## config.mk

```make
export PLATFORM = sky130hd
export DESIGN_NAME = entity_slot_map_with_free_fifo
export DESIGN_NICKNAME = d
export VERILOG_FILES = /design/src/hdl/esm_pkg.sv /design/src/hdl/entity_slot_map_with_free_fifo.sv /design/src/hdl/esm_ram.sv
export SDC_FILE = /design/constraint.sdc
export NUM_CORES = 2
export LEC_CHECK = 0
export BUFFER_PORTS_ARGS = -buffer_cell sky130_fd_sc_hd__buf_4
export CORE_ASPECT_RATIO = 1.5
export CORE_UTILIZATION = 63
export DETAILED_ROUTE_END_ITERATION = 8
export GPL_TIMING_DRIVEN = 0
export PLACE_DENSITY = 0.89
export SLEW_MARGIN = 20
export SYNTH_ARGS = -nofsm -noshare
export SYNTH_HDL_FRONTEND = slang
export SYNTH_HIERARCHICAL = 1
export SYNTH_MEMORY_MAX_BITS = 65536
export SYNTH_SLANG_ARGS = --single-unit
```

## constraint.sdc

```tcl
create_clock -name i_clk -period 7.45 [get_ports i_clk]
set_input_delay 0.3725 -clock i_clk [delete_from_list [all_inputs] [get_ports i_clk]]
set_output_delay 0.3725 -clock i_clk [all_outputs]
set_load 0.03 [all_outputs]
```

## src/hdl/esm_pkg.sv

```systemverilog
// esm_pkg: operation and status codes for the entity slot map
// no dependencies; imported by the slot map top level
`default_nettype none

package esm_pkg;

    localparam int OP_W = 3;

    typedef enum logic [OP_W-1:0] {
        OP_REGISTER    = 3'd0,
        OP_DELETE      = 3'd1,
        OP_HAS         = 3'd2,
        OP_SLOT_OF_KEY = 3'd3,
        OP_KEY_OF_SLOT = 3'd4
    } t_op;

    typedef enum logic [1:0] {
        ST_OK        = 2'd0,
        ST_NOT_FOUND = 2'd1,
        ST_FULL      = 2'd2
    } t_status;

endpackage

`default_nettype wire

```

## src/hdl/entity_slot_map_with_free_fifo.sv

```systemverilog
// entity_slot_map_with_free_fifo: key to slot table with a fifo of freed slots
// a request is resolved by a sequential scan of the entry ram, one entry per cycle;
// the next request is accepted only after the result of the last one is registered
// reset: a clearing pass zeroes every entry of the entry ram, ready stays low
// depends on esm_pkg and esm_ram
`default_nettype none

module entity_slot_map_with_free_fifo
    import esm_pkg::*;
#(
    parameter int ENTRIES   = 64,
    parameter int SLOT_BITS = 16,
    parameter int KEY_BITS  = 32
) (
    input  wire logic                 i_clk,
    input  wire logic                 i_rst_n,
    input  wire logic                 i_in_valid,
    output logic                      o_in_ready,
    input  wire logic [OP_W-1:0]      i_operation,
    input  wire logic [KEY_BITS-1:0]  i_entity_key,
    input  wire logic [SLOT_BITS-1:0] i_current_size,
    input  wire logic [SLOT_BITS-1:0] i_slot_query,
    output logic                      o_out_valid,
    input  wire logic                 i_out_ready,
    output logic [SLOT_BITS-1:0]      o_slot,
    output logic [KEY_BITS-1:0]       o_entity_out,
    output logic                      o_found,
    output logic [1:0]                o_status
);

    localparam int IDX_W = $clog2(ENTRIES);
    localparam int CNT_W = IDX_W + 1;
    localparam int ENT_W = 1 + KEY_BITS + SLOT_BITS;
    localparam logic [IDX_W-1:0] LAST_IDX  = IDX_W'(ENTRIES - 1);
    localparam logic [CNT_W-1:0] FULL_CNT  = CNT_W'(ENTRIES);
    localparam logic [CNT_W:0]   DEPTH_EXT = (CNT_W + 1)'(ENTRIES);

    typedef enum logic [2:0] {
        S_CLEAR,
        S_IDLE,
        S_SCAN,
        S_RESOLVE
    } t_state;

    t_state               r_state;
    logic [IDX_W-1:0]     r_clr_idx;
    logic [IDX_W-1:0]     r_rd_idx;
    logic                 r_rd_on;
    logic                 r_cmp_on;
    logic [IDX_W-1:0]     r_cmp_idx;
    logic                 r_cmp_last;

    logic [OP_W-1:0]      r_op;
    logic [KEY_BITS-1:0]  r_key;
    logic [SLOT_BITS-1:0] r_size;
    logic [SLOT_BITS-1:0] r_query;

    logic                 r_hit;
    logic [IDX_W-1:0]     r_hit_idx;
    logic [SLOT_BITS-1:0] r_hit_slot;
    logic                 r_emp;
    logic [IDX_W-1:0]     r_emp_idx;
    logic                 r_rev;
    logic [KEY_BITS-1:0]  r_rev_key;

    logic [IDX_W-1:0]     r_free_head;
    logic [CNT_W-1:0]     r_free_count;

    logic                 r_out_valid;
    logic [SLOT_BITS-1:0] r_slot;
    logic [KEY_BITS-1:0]  r_ent_out;
    logic                 r_found;
    logic [1:0]           r_status;

    logic                 ent_we;
    logic [IDX_W-1:0]     ent_waddr;
    logic [ENT_W-1:0]     ent_wdata;
    logic                 ent_re;
    logic [ENT_W-1:0]     ent_rdata;
    logic                 free_we;
    logic [IDX_W-1:0]     free_waddr;
    logic                 free_re;
    logic [SLOT_BITS-1:0] free_rdata;

    logic                 in_acc;
    logic                 out_free;
    logic                 res_go;
    logic                 rd_valid;
    logic [KEY_BITS-1:0]  rd_key;
    logic [SLOT_BITS-1:0] rd_slot;
    logic                 key_eq;
    logic                 key_lt;

    logic [SLOT_BITS-1:0] take_slot;
    logic [CNT_W:0]       tail_sum;
    logic [IDX_W-1:0]     tail_idx;
    logic [SLOT_BITS-1:0] res_slot;
    logic [KEY_BITS-1:0]  res_ent;
    logic                 res_found;
    t_status              res_status;
    logic                 res_wr;
    logic [IDX_W-1:0]     res_wr_idx;
    logic [ENT_W-1:0]     res_wr_data;
    logic                 res_pop;
    logic                 res_push;
    logic [IDX_W-1:0]     n_free_head;

    assign in_acc   = i_in_valid && o_in_ready;
    assign out_free = !r_out_valid || i_out_ready;
    assign res_go   = (r_state == S_RESOLVE) && out_free;

    assign rd_valid = ent_rdata[ENT_W-1];
    assign rd_key   = ent_rdata[KEY_BITS+SLOT_BITS-1:SLOT_BITS];
    assign rd_slot  = ent_rdata[SLOT_BITS-1:0];
    assign key_eq   = rd_key == r_key;
    assign key_lt   = rd_key < r_rev_key;

    assign take_slot   = (r_free_count == '0) ? r_size : free_rdata;
    assign tail_sum    = (CNT_W + 1)'(r_free_head) + (CNT_W + 1)'(r_free_count);
    assign tail_idx    = (tail_sum >= DEPTH_EXT) ? IDX_W'(tail_sum - DEPTH_EXT)
                                                 : IDX_W'(tail_sum);
    assign n_free_head = (r_free_head == LAST_IDX) ? '0 : r_free_head + 1'b1;

    // result and table update for the current request
    always_comb begin
        res_slot    = '0;
        res_ent     = '0;
        res_found   = 1'b0;
        res_status  = ST_OK;
        res_wr      = 1'b0;
        res_wr_idx  = r_hit_idx;
        res_wr_data = {1'b1, r_key, take_slot};
        res_pop     = 1'b0;
        res_push    = 1'b0;
        unique case (r_op)
            OP_REGISTER: begin
                if (r_hit) begin
                    res_wr    = 1'b1;
                    res_pop   = r_free_count != '0;
                    res_slot  = take_slot;
                    res_found = 1'b1;
                end else if (r_emp) begin
                    res_wr     = 1'b1;
                    res_wr_idx = r_emp_idx;
                    res_pop    = r_free_count != '0;
                    res_slot   = take_slot;
                end else begin
                    res_status = ST_FULL;
                end
            end
            OP_DELETE: begin
                if (r_hit) begin
                    res_wr      = 1'b1;
                    res_wr_data = {1'b0, r_key, r_hit_slot};
                    res_push    = r_free_count != FULL_CNT;
                    res_slot    = r_hit_slot;
                    res_found   = 1'b1;
                end else begin
                    res_status = ST_NOT_FOUND;
                end
            end
            OP_HAS, OP_SLOT_OF_KEY: begin
                if (r_hit) begin
                    res_slot  = r_hit_slot;
                    res_found = 1'b1;
                end else begin
                    res_status = ST_NOT_FOUND;
                end
            end
            OP_KEY_OF_SLOT: begin
                if (r_rev) begin
                    res_slot  = r_query;
                    res_ent   = r_rev_key;
                    res_found = 1'b1;
                end else begin
                    res_status = ST_NOT_FOUND;
                end
            end
            default: begin
            end
        endcase
    end

    // ram port control
    always_comb begin
        ent_we     = 1'b0;
        ent_waddr  = r_clr_idx;
        ent_wdata  = '0;
        if (r_state == S_CLEAR) begin
            ent_we = 1'b1;
        end else if (res_go && res_wr) begin
            ent_we    = 1'b1;
            ent_waddr = res_wr_idx;
            ent_wdata = res_wr_data;
        end
        ent_re     = (r_state == S_SCAN) && r_rd_on;
        free_re    = in_acc;
        free_we    = res_go && res_push;
        free_waddr = tail_idx;
    end

    esm_ram #(
        .WIDTH (ENT_W),
        .DEPTH (ENTRIES)
    ) u_entry_ram (
        .i_clk   (i_clk),
        .i_we    (ent_we),
        .i_waddr (ent_waddr),
        .i_wdata (ent_wdata),
        .i_re    (ent_re),
        .i_raddr (r_rd_idx),
        .o_rdata (ent_rdata)
    );

    esm_ram #(
        .WIDTH (SLOT_BITS),
        .DEPTH (ENTRIES)
    ) u_free_ram (
        .i_clk   (i_clk),
        .i_we    (free_we),
        .i_waddr (free_waddr),
        .i_wdata (r_hit_slot),
        .i_re    (free_re),
        .i_raddr (r_free_head),
        .o_rdata (free_rdata)
    );

    always_ff @(posedge i_clk) begin
        if (!i_rst_n) begin
            r_state      <= S_CLEAR;
            r_clr_idx    <= '0;
            r_rd_on      <= 1'b0;
            r_cmp_on     <= 1'b0;
            r_free_head  <= '0;
            r_free_count <= '0;
            r_out_valid  <= 1'b0;
        end else begin
            if (r_out_valid && i_out_ready) begin
                r_out_valid <= 1'b0;
            end
            unique case (r_state)
                S_CLEAR: begin
                    if (r_clr_idx == LAST_IDX) begin
                        r_state <= S_IDLE;
                    end else begin
                        r_clr_idx <= r_clr_idx + 1'b1;
                    end
                end
                S_IDLE: begin
                    if (in_acc) begin
                        r_op     <= i_operation;
                        r_key    <= i_entity_key;
                        r_size   <= i_current_size;
                        r_query  <= i_slot_query;
                        r_hit    <= 1'b0;
                        r_emp    <= 1'b0;
                        r_rev    <= 1'b0;
                        r_rd_idx <= '0;
                        r_rd_on  <= 1'b1;
                        r_cmp_on <= 1'b0;
                        r_state  <= S_SCAN;
                    end
                end
                S_SCAN: begin
                    r_cmp_on <= r_rd_on;
                    if (r_rd_on) begin
                        r_cmp_idx  <= r_rd_idx;
                        r_cmp_last <= r_rd_idx == LAST_IDX;
                        if (r_rd_idx == LAST_IDX) begin
                            r_rd_on <= 1'b0;
                        end else begin
                            r_rd_idx <= r_rd_idx + 1'b1;
                        end
                    end
                    if (r_cmp_on) begin
                        if (rd_valid && key_eq && !r_hit) begin
                            r_hit      <= 1'b1;
                            r_hit_idx  <= r_cmp_idx;
                            r_hit_slot <= rd_slot;
                        end
                        if (!rd_valid && !r_emp) begin
                            r_emp     <= 1'b1;
                            r_emp_idx <= r_cmp_idx;
                        end
                        if (rd_valid && rd_slot == r_query && (!r_rev || key_lt)) begin
                            r_rev     <= 1'b1;
                            r_rev_key <= rd_key;
                        end
                        if (r_cmp_last) begin
                            r_state <= S_RESOLVE;
                        end
                    end
                end
                S_RESOLVE: begin
                    if (out_free) begin
                        r_out_valid <= 1'b1;
                        r_slot      <= res_slot;
                        r_ent_out   <= res_ent;
                        r_found     <= res_found;
                        r_status    <= res_status;
                        if (res_pop) begin
                            r_free_head  <= n_free_head;
                            r_free_count <= r_free_count - 1'b1;
                        end else if (res_push) begin
                            r_free_count <= r_free_count + 1'b1;
                        end
                        r_state <= S_IDLE;
                    end
                end
                default: begin
                    r_state <= S_IDLE;
                end
            endcase
        end
    end

    assign o_in_ready   = r_state == S_IDLE;
    assign o_out_valid  = r_out_valid;
    assign o_slot       = r_slot;
    assign o_entity_out = r_ent_out;
    assign o_found      = r_found;
    assign o_status     = r_status;

endmodule

`default_nettype wire

```

## src/hdl/esm_ram.sv

```systemverilog
// esm_ram: generic simple dual-port ram, one write and one registered read port
// no dependencies
`default_nettype none

module esm_ram #(
    parameter int WIDTH = 8,
    parameter int DEPTH = 64
) (
    input  wire logic                     i_clk,
    input  wire logic                     i_we,
    input  wire logic [$clog2(DEPTH)-1:0] i_waddr,
    input  wire logic [WIDTH-1:0]         i_wdata,
    input  wire logic                     i_re,
    input  wire logic [$clog2(DEPTH)-1:0] i_raddr,
    output logic      [WIDTH-1:0]         o_rdata
);

    logic [WIDTH-1:0] r_mem [DEPTH];
    logic [WIDTH-1:0] r_rdata;

    always_ff @(posedge i_clk) begin
        if (i_we) begin
            r_mem[i_waddr] <= i_wdata;
        end
        if (i_re) begin
            r_rdata <= r_mem[i_raddr];
        end
    end

    assign o_rdata = r_rdata;

endmodule

`default_nettype wire

```

==> results of run 1 <==
==> routing by layer <==
layer	GRT usage (%)	GRT overflow
met5	36.7	0
met1	62.9	0
met3	55.0	2
met2	80.9	3
met4	64.1	22
==> cells by family after synthesis <==
| group | after synthesis |
|---|---|
| AOI/OAI and AO/OA | 651 |
| xor gates and xnor gates | 70 |
| adders and majority gates | 51 |
| buffers and inverters | 491 |
| DFF | 4443 |
| muxes | 1255 |
| and+or+nand+nor | 949 |
==> through the flow <==
step	instances	util, %	hold slack (ns)	setup slack, ns	instance area [um^2]
2_1_floorplan	7910	-	0.421	2.02	171000
3_3_place_gp	11573	65.2	0.426	-2.96	176000
3_5_place_dp	11954	68.5	0.446	1.34	185000
4_1_cts	12694	73.2	0.00991	1.07	198000
==> results.md, run 1 <==
- Status: did not finish
- Last stage reached: global routing
- Error msg: [ERROR GRT-0116] Global routing finished with congestion. Check the congestion regions in the DRC Viewer.
- Asr flop ratio synth: 0%
- H-tree levels: 5
- Yosys top cell area share: 77.6%
- CTS sink cnt: 4,443
- Synth Area in Adders: 0.382%
- Synth area leader: edfxtp_1
- Synth area leaders: edfxtp_1, mux4_2, mux2i_1
- Mux share of post-synthesis cell area: 14.2%
- Initial core utilization: 63.3%
- Root Driver: clkbuf_16
- Std-Cell Rows: 234
- Post_cts resized: 0
- Synth Area in Compound Gates: 2.79%
- Register area share after synthesis: 77.8%
- Mapped Area: 0.171 mm^2
- GPL Wtd Cong: 1.02
- Die Y: 640 um
- Number of global-route vias before repair: 122,889
- Cells after synthesis: 7,910
- Top_reg_cell synth: edfxtp_1
- Top-count cell post-synth: edfxtp_1
- PortBufs: 123
- Setup Buffers After CTS: 0
- TritonCTS Buffers: 377
- Global-route wire length before repair: 1,170,000 um
- # IOs: 124
- Syn Area/Cell: 21.6 um^2
- Syn Nets: 8,032
- DP HPWL: 431,000 um
- Unique masters post-synth: 78
- CTS Buffer Depth: 4
- Total grt overflow: 27
- All-Layer GR Usage: 65.9%
- Largest net degree at the start of global routing: 65
- Hold buffers post-CTS: 68
- DIE WIDTH: 428 um
- Post-Synth Simple-Gate Area: 2.81%
- Number of synthesized register bits: 4,443
- Post-synth EDFFs: 4,419
- Most common library cells after synthesis: edfxtp_1, mux4_2, mux2i_1
- Synth warn: 6
- Xor/xnor share of the synthesized area: 0.358%
- Main combinational cell family by area after synthesis: multiplexers
==> inputs of run 2 (changes only) <==
--- a/config.mk
+++ b/config.mk
@@ -6,11 +6,10 @@
 export NUM_CORES = 2
 export LEC_CHECK = 0
 export BUFFER_PORTS_ARGS = -buffer_cell sky130_fd_sc_hd__buf_4
-export CORE_ASPECT_RATIO = 1.5
-export CORE_UTILIZATION = 63
+export CORE_UTILIZATION = 40
 export DETAILED_ROUTE_END_ITERATION = 8
 export GPL_TIMING_DRIVEN = 0
-export PLACE_DENSITY = 0.89
+export PLACE_DENSITY_LB_ADDON = 0.15
 export SLEW_MARGIN = 20
 export SYNTH_ARGS = -nofsm -noshare
 export SYNTH_HDL_FRONTEND = slang
==> run 2 against run 1 <==
Synthesized cell count stayed put. The flow now finishes without violations. Synthesized area stayed put.
==> results.md, run 2 <==
- Status: finished, final reports clean
- Stages on worst setup path: 12
- Power Density: 243 mW/mm^2
- Final slew viol count: 0
- Top-count cell post-synth: edfxtp_1
- Hold path startpoint: i_entity_key[3]
- Crit. End Element: flip-flop
- Fin crit share: 86.3%
- Reg2reg path depth: 12
- CTS sink cnt: 4,443
- Critical Path Source Type: flip-flop
- Global-route wire length before repair: 799,000 um
- Int Pwr: 39.6 mW
- Reg2reg start: r_hit
- TritonCTS clock tree: built
- Crit path largest cell delay: 0.89 ns
- RSZ-0062 raised after global routing: false
- Total wire length: 603,000 um
- Register area share after synthesis: 77.8%
- Total grt overflow: 0
- Setup TNS: 0 ns
- Initial antenna violation count: 54
- Drt wl/cell: 39.9 um
- Post_cts resized: 0
- Worst EP arrival: 7.13 ns
- Clock power share: 44.1%
- Largest net degree at the start of global routing: 65
- Cells after synthesis: 7,910
- Setup Skew: 0.0889 ns
- Number of DRC markers in iteration 0: 14,775
- Combinational share of power: 1.1%
- Final Hold Viols: 0
- Commonest non-fill, non-tap cell in the layout: edfxtp_1
- DIE WIDTH: 656 um
- Root Driver: clkbuf_16
- Worst ir drop on vdd: 0.210 mV
- Syn Area/Cell: 21.6 um^2
- GPL Wtd Cong: 0.903
- Synth warn: 6
- Cell family with most CP delay: simple AND/OR/NAND/NOR gates
- Worst setup margin: 1.02 ns
- Worst-path clk slew: 0.06 ns
- DP Cell Count: 14,166
- H-tree levels: 5
- Yosys top cell area share: 77.6%
- Fin nets: 9,152
- CP bufs+invs: 6
- Switching Fraction: 20.2%
- Syn-to-layout area delta: 19.4%
- Syn Nets: 8,032
- Number of global-route vias before repair: 90,580
- Unique masters post-synth: 78
- PortBufs: 123
- Worst Hold End: r_key[3]
- Top_reg_cell synth: edfxtp_1
- Number of synthesized register bits: 4,443
- Slew of the pin with the lowest slew margin: 1.31 ns
- Max reg flops: 3,136
- Commonest non-fill, non-tap cells in the layout: edfxtp_1, mux4_2, clkbuf_16
- Synth area leaders: edfxtp_1, mux4_2, mux2i_1
- Pre-CTS setup slack: 1.20 ns
- Fin crit period: 6.43 ns
- Maxcap violations: 0
- DP HPWL: 432,000 um
- All-Layer GR Usage: 27.5%
- Max-slew headroom: 12.9%
- Final Setup Violations: 0
- Mapped Area: 0.171 mm^2
- Share of cells above drive strength 1: 28.6%
- Hold Crit Depth: 2
- Core Box Area: 0.425 mm^2
- Setup CP Type: reg -> reg
- Vias post-DR: 93,184
- # IOs: 124
- Avg Vias per Cell: 6.17
- R2R Setup Slk: 1.02 ns
- DR pass1 iterations: 7
- Crit Path Max Fanout: 13
- CTS Buffer Depth: 4
- Largest reg by FF count: u_entry_ram/r_mem
- Post-synth EDFFs: 4,419
- Flop pwr share: 54.8%
- Fmax: 0.156 GHz
- Power, Total: 49.7 mW
- Std-Cell Rows: 239
- # DRC: 0
- Asr flop ratio synth: 0%
- Psw: 10.0 mW
- Hold WC Path Type: in -> reg
- Slowest CP cell: nor2_4
- Critical Path RT: 8.15 ns
- Leakage: 70.6 nW
- Non-filler cells, final: 15,097
- Synth area leader: edfxtp_1
- Die Y: 656 um
- RR Endpoint: u_entry_ram/r_mem[41][24]
- Worst-Skew Late Latency: 1.04 ns
- Initial core utilization: 40.3%
- Die area: 0.430 mm^2
- Crit-path cells: nand2b_1 > or3b_1 > buf_4 > a21oi_4 > clkbuf_1 > or2_2 > clkbuf_1 > nand4b_1 > nor2_4 > buf_12 > buf_12 > buf_16
- Most common library cells after synthesis: edfxtp_1, mux4_2, mux2i_1
- Routed Antenna Nets: 0
- TritonCTS Buffers: 455
==> run 2: cell counts after synthesis <==
No cell type changed its count.
==> run 2: layer usage <==
layer  part of all wire [%]  vias up  track usage (%)
li1                       -    35673                -
met1                     39    50522             38.6
met2                     45     5911             41.6
met3                     11     1060             6.93
met4                    4.4       18             10.4
met5                  0.050        -            0.355
==> run 2: final cells by class <==
type / count / area [um^2]
fill: 34510 / 221000
timing repair buffer: 663 / 11000
tap: 5663 / 7090
clock buffer: 577 / 11900
antenna: 28 / 70.1
buffer: 441 / 2690
inverter: 50 / 188
multi-input combinational: 2976 / 36100
clock inverter: 256 / 2110
sequential: 4443 / 133000
==> run 2: cell families (layout without fill, tap and decap cells) <==
kind of cell / count (synthesis) / count (layout) / share of synthesized area, %
AOI/OAI and AO/OA: 651 / 651 / 2.79
xor gates and xnor gates: 70 / 70 / 0.358
and+or+nand+nor: 949 / 949 / 2.81
muxes: 1255 / 1255 / 14.2
buffers and inverters: 491 / 1987 / 1.65
DFF: 4443 / 4443 / 77.8
adders and majority gates: 51 / 51 / 0.382
other: 0 / 28 / 0
==> run 2: stage by stage <==
stage | area [um^2] | hold WS, ns | util, %
final | 204000 | 0.0714 | 48.1
after global routing | 204000 | 0.0362 | 48.1
after CTS | 204000 | 0.0113 | 48.1
after detailed placement | 189000 | 0.440 | 44.6
after global placement | 179000 | 0.425 | 42.2
after floorplan | 171000 | 0.421 | -
==> run 2: how the worst max path moves through the flow <==
stage	startpoint	end	slack [ns]
after floorplan	r_op[2]	u_entry_ram/r_mem[10][0]	2.02
after global placement	r_hit	u_entry_ram/r_mem[18][28]	-5.41
after detailed placement	r_hit	u_entry_ram/r_mem[41][24]	1.20
after CTS	r_hit	u_entry_ram/r_mem[41][24]	1.17
after global routing	r_hit	u_entry_ram/r_mem[26][27]	1.06
final	r_hit	u_entry_ram/r_mem[41][24]	1.02
==> run 2: power groups by stage <==
stage | combinational, mW | clock (mW) | sequential [mW]
final | 0.528 | 21.9 | 27.2
after global routing | 0.535 | 23.1 | 27.2
after CTS | 0.522 | 22.2 | 27.2
after detailed placement | 0.489 | 0 | 27.7
after global placement | 0.391 | 0 | 27.8
after floorplan | 0.172 | 0 | 27.7
==> run 2: timing repair <==
item                                   4_1_cts  5_1_grt
hold buffers                                70        0
setup buffers                                0        0
endpoints found under the hold margin       75        0
Power figures use the tool's default switching activity.
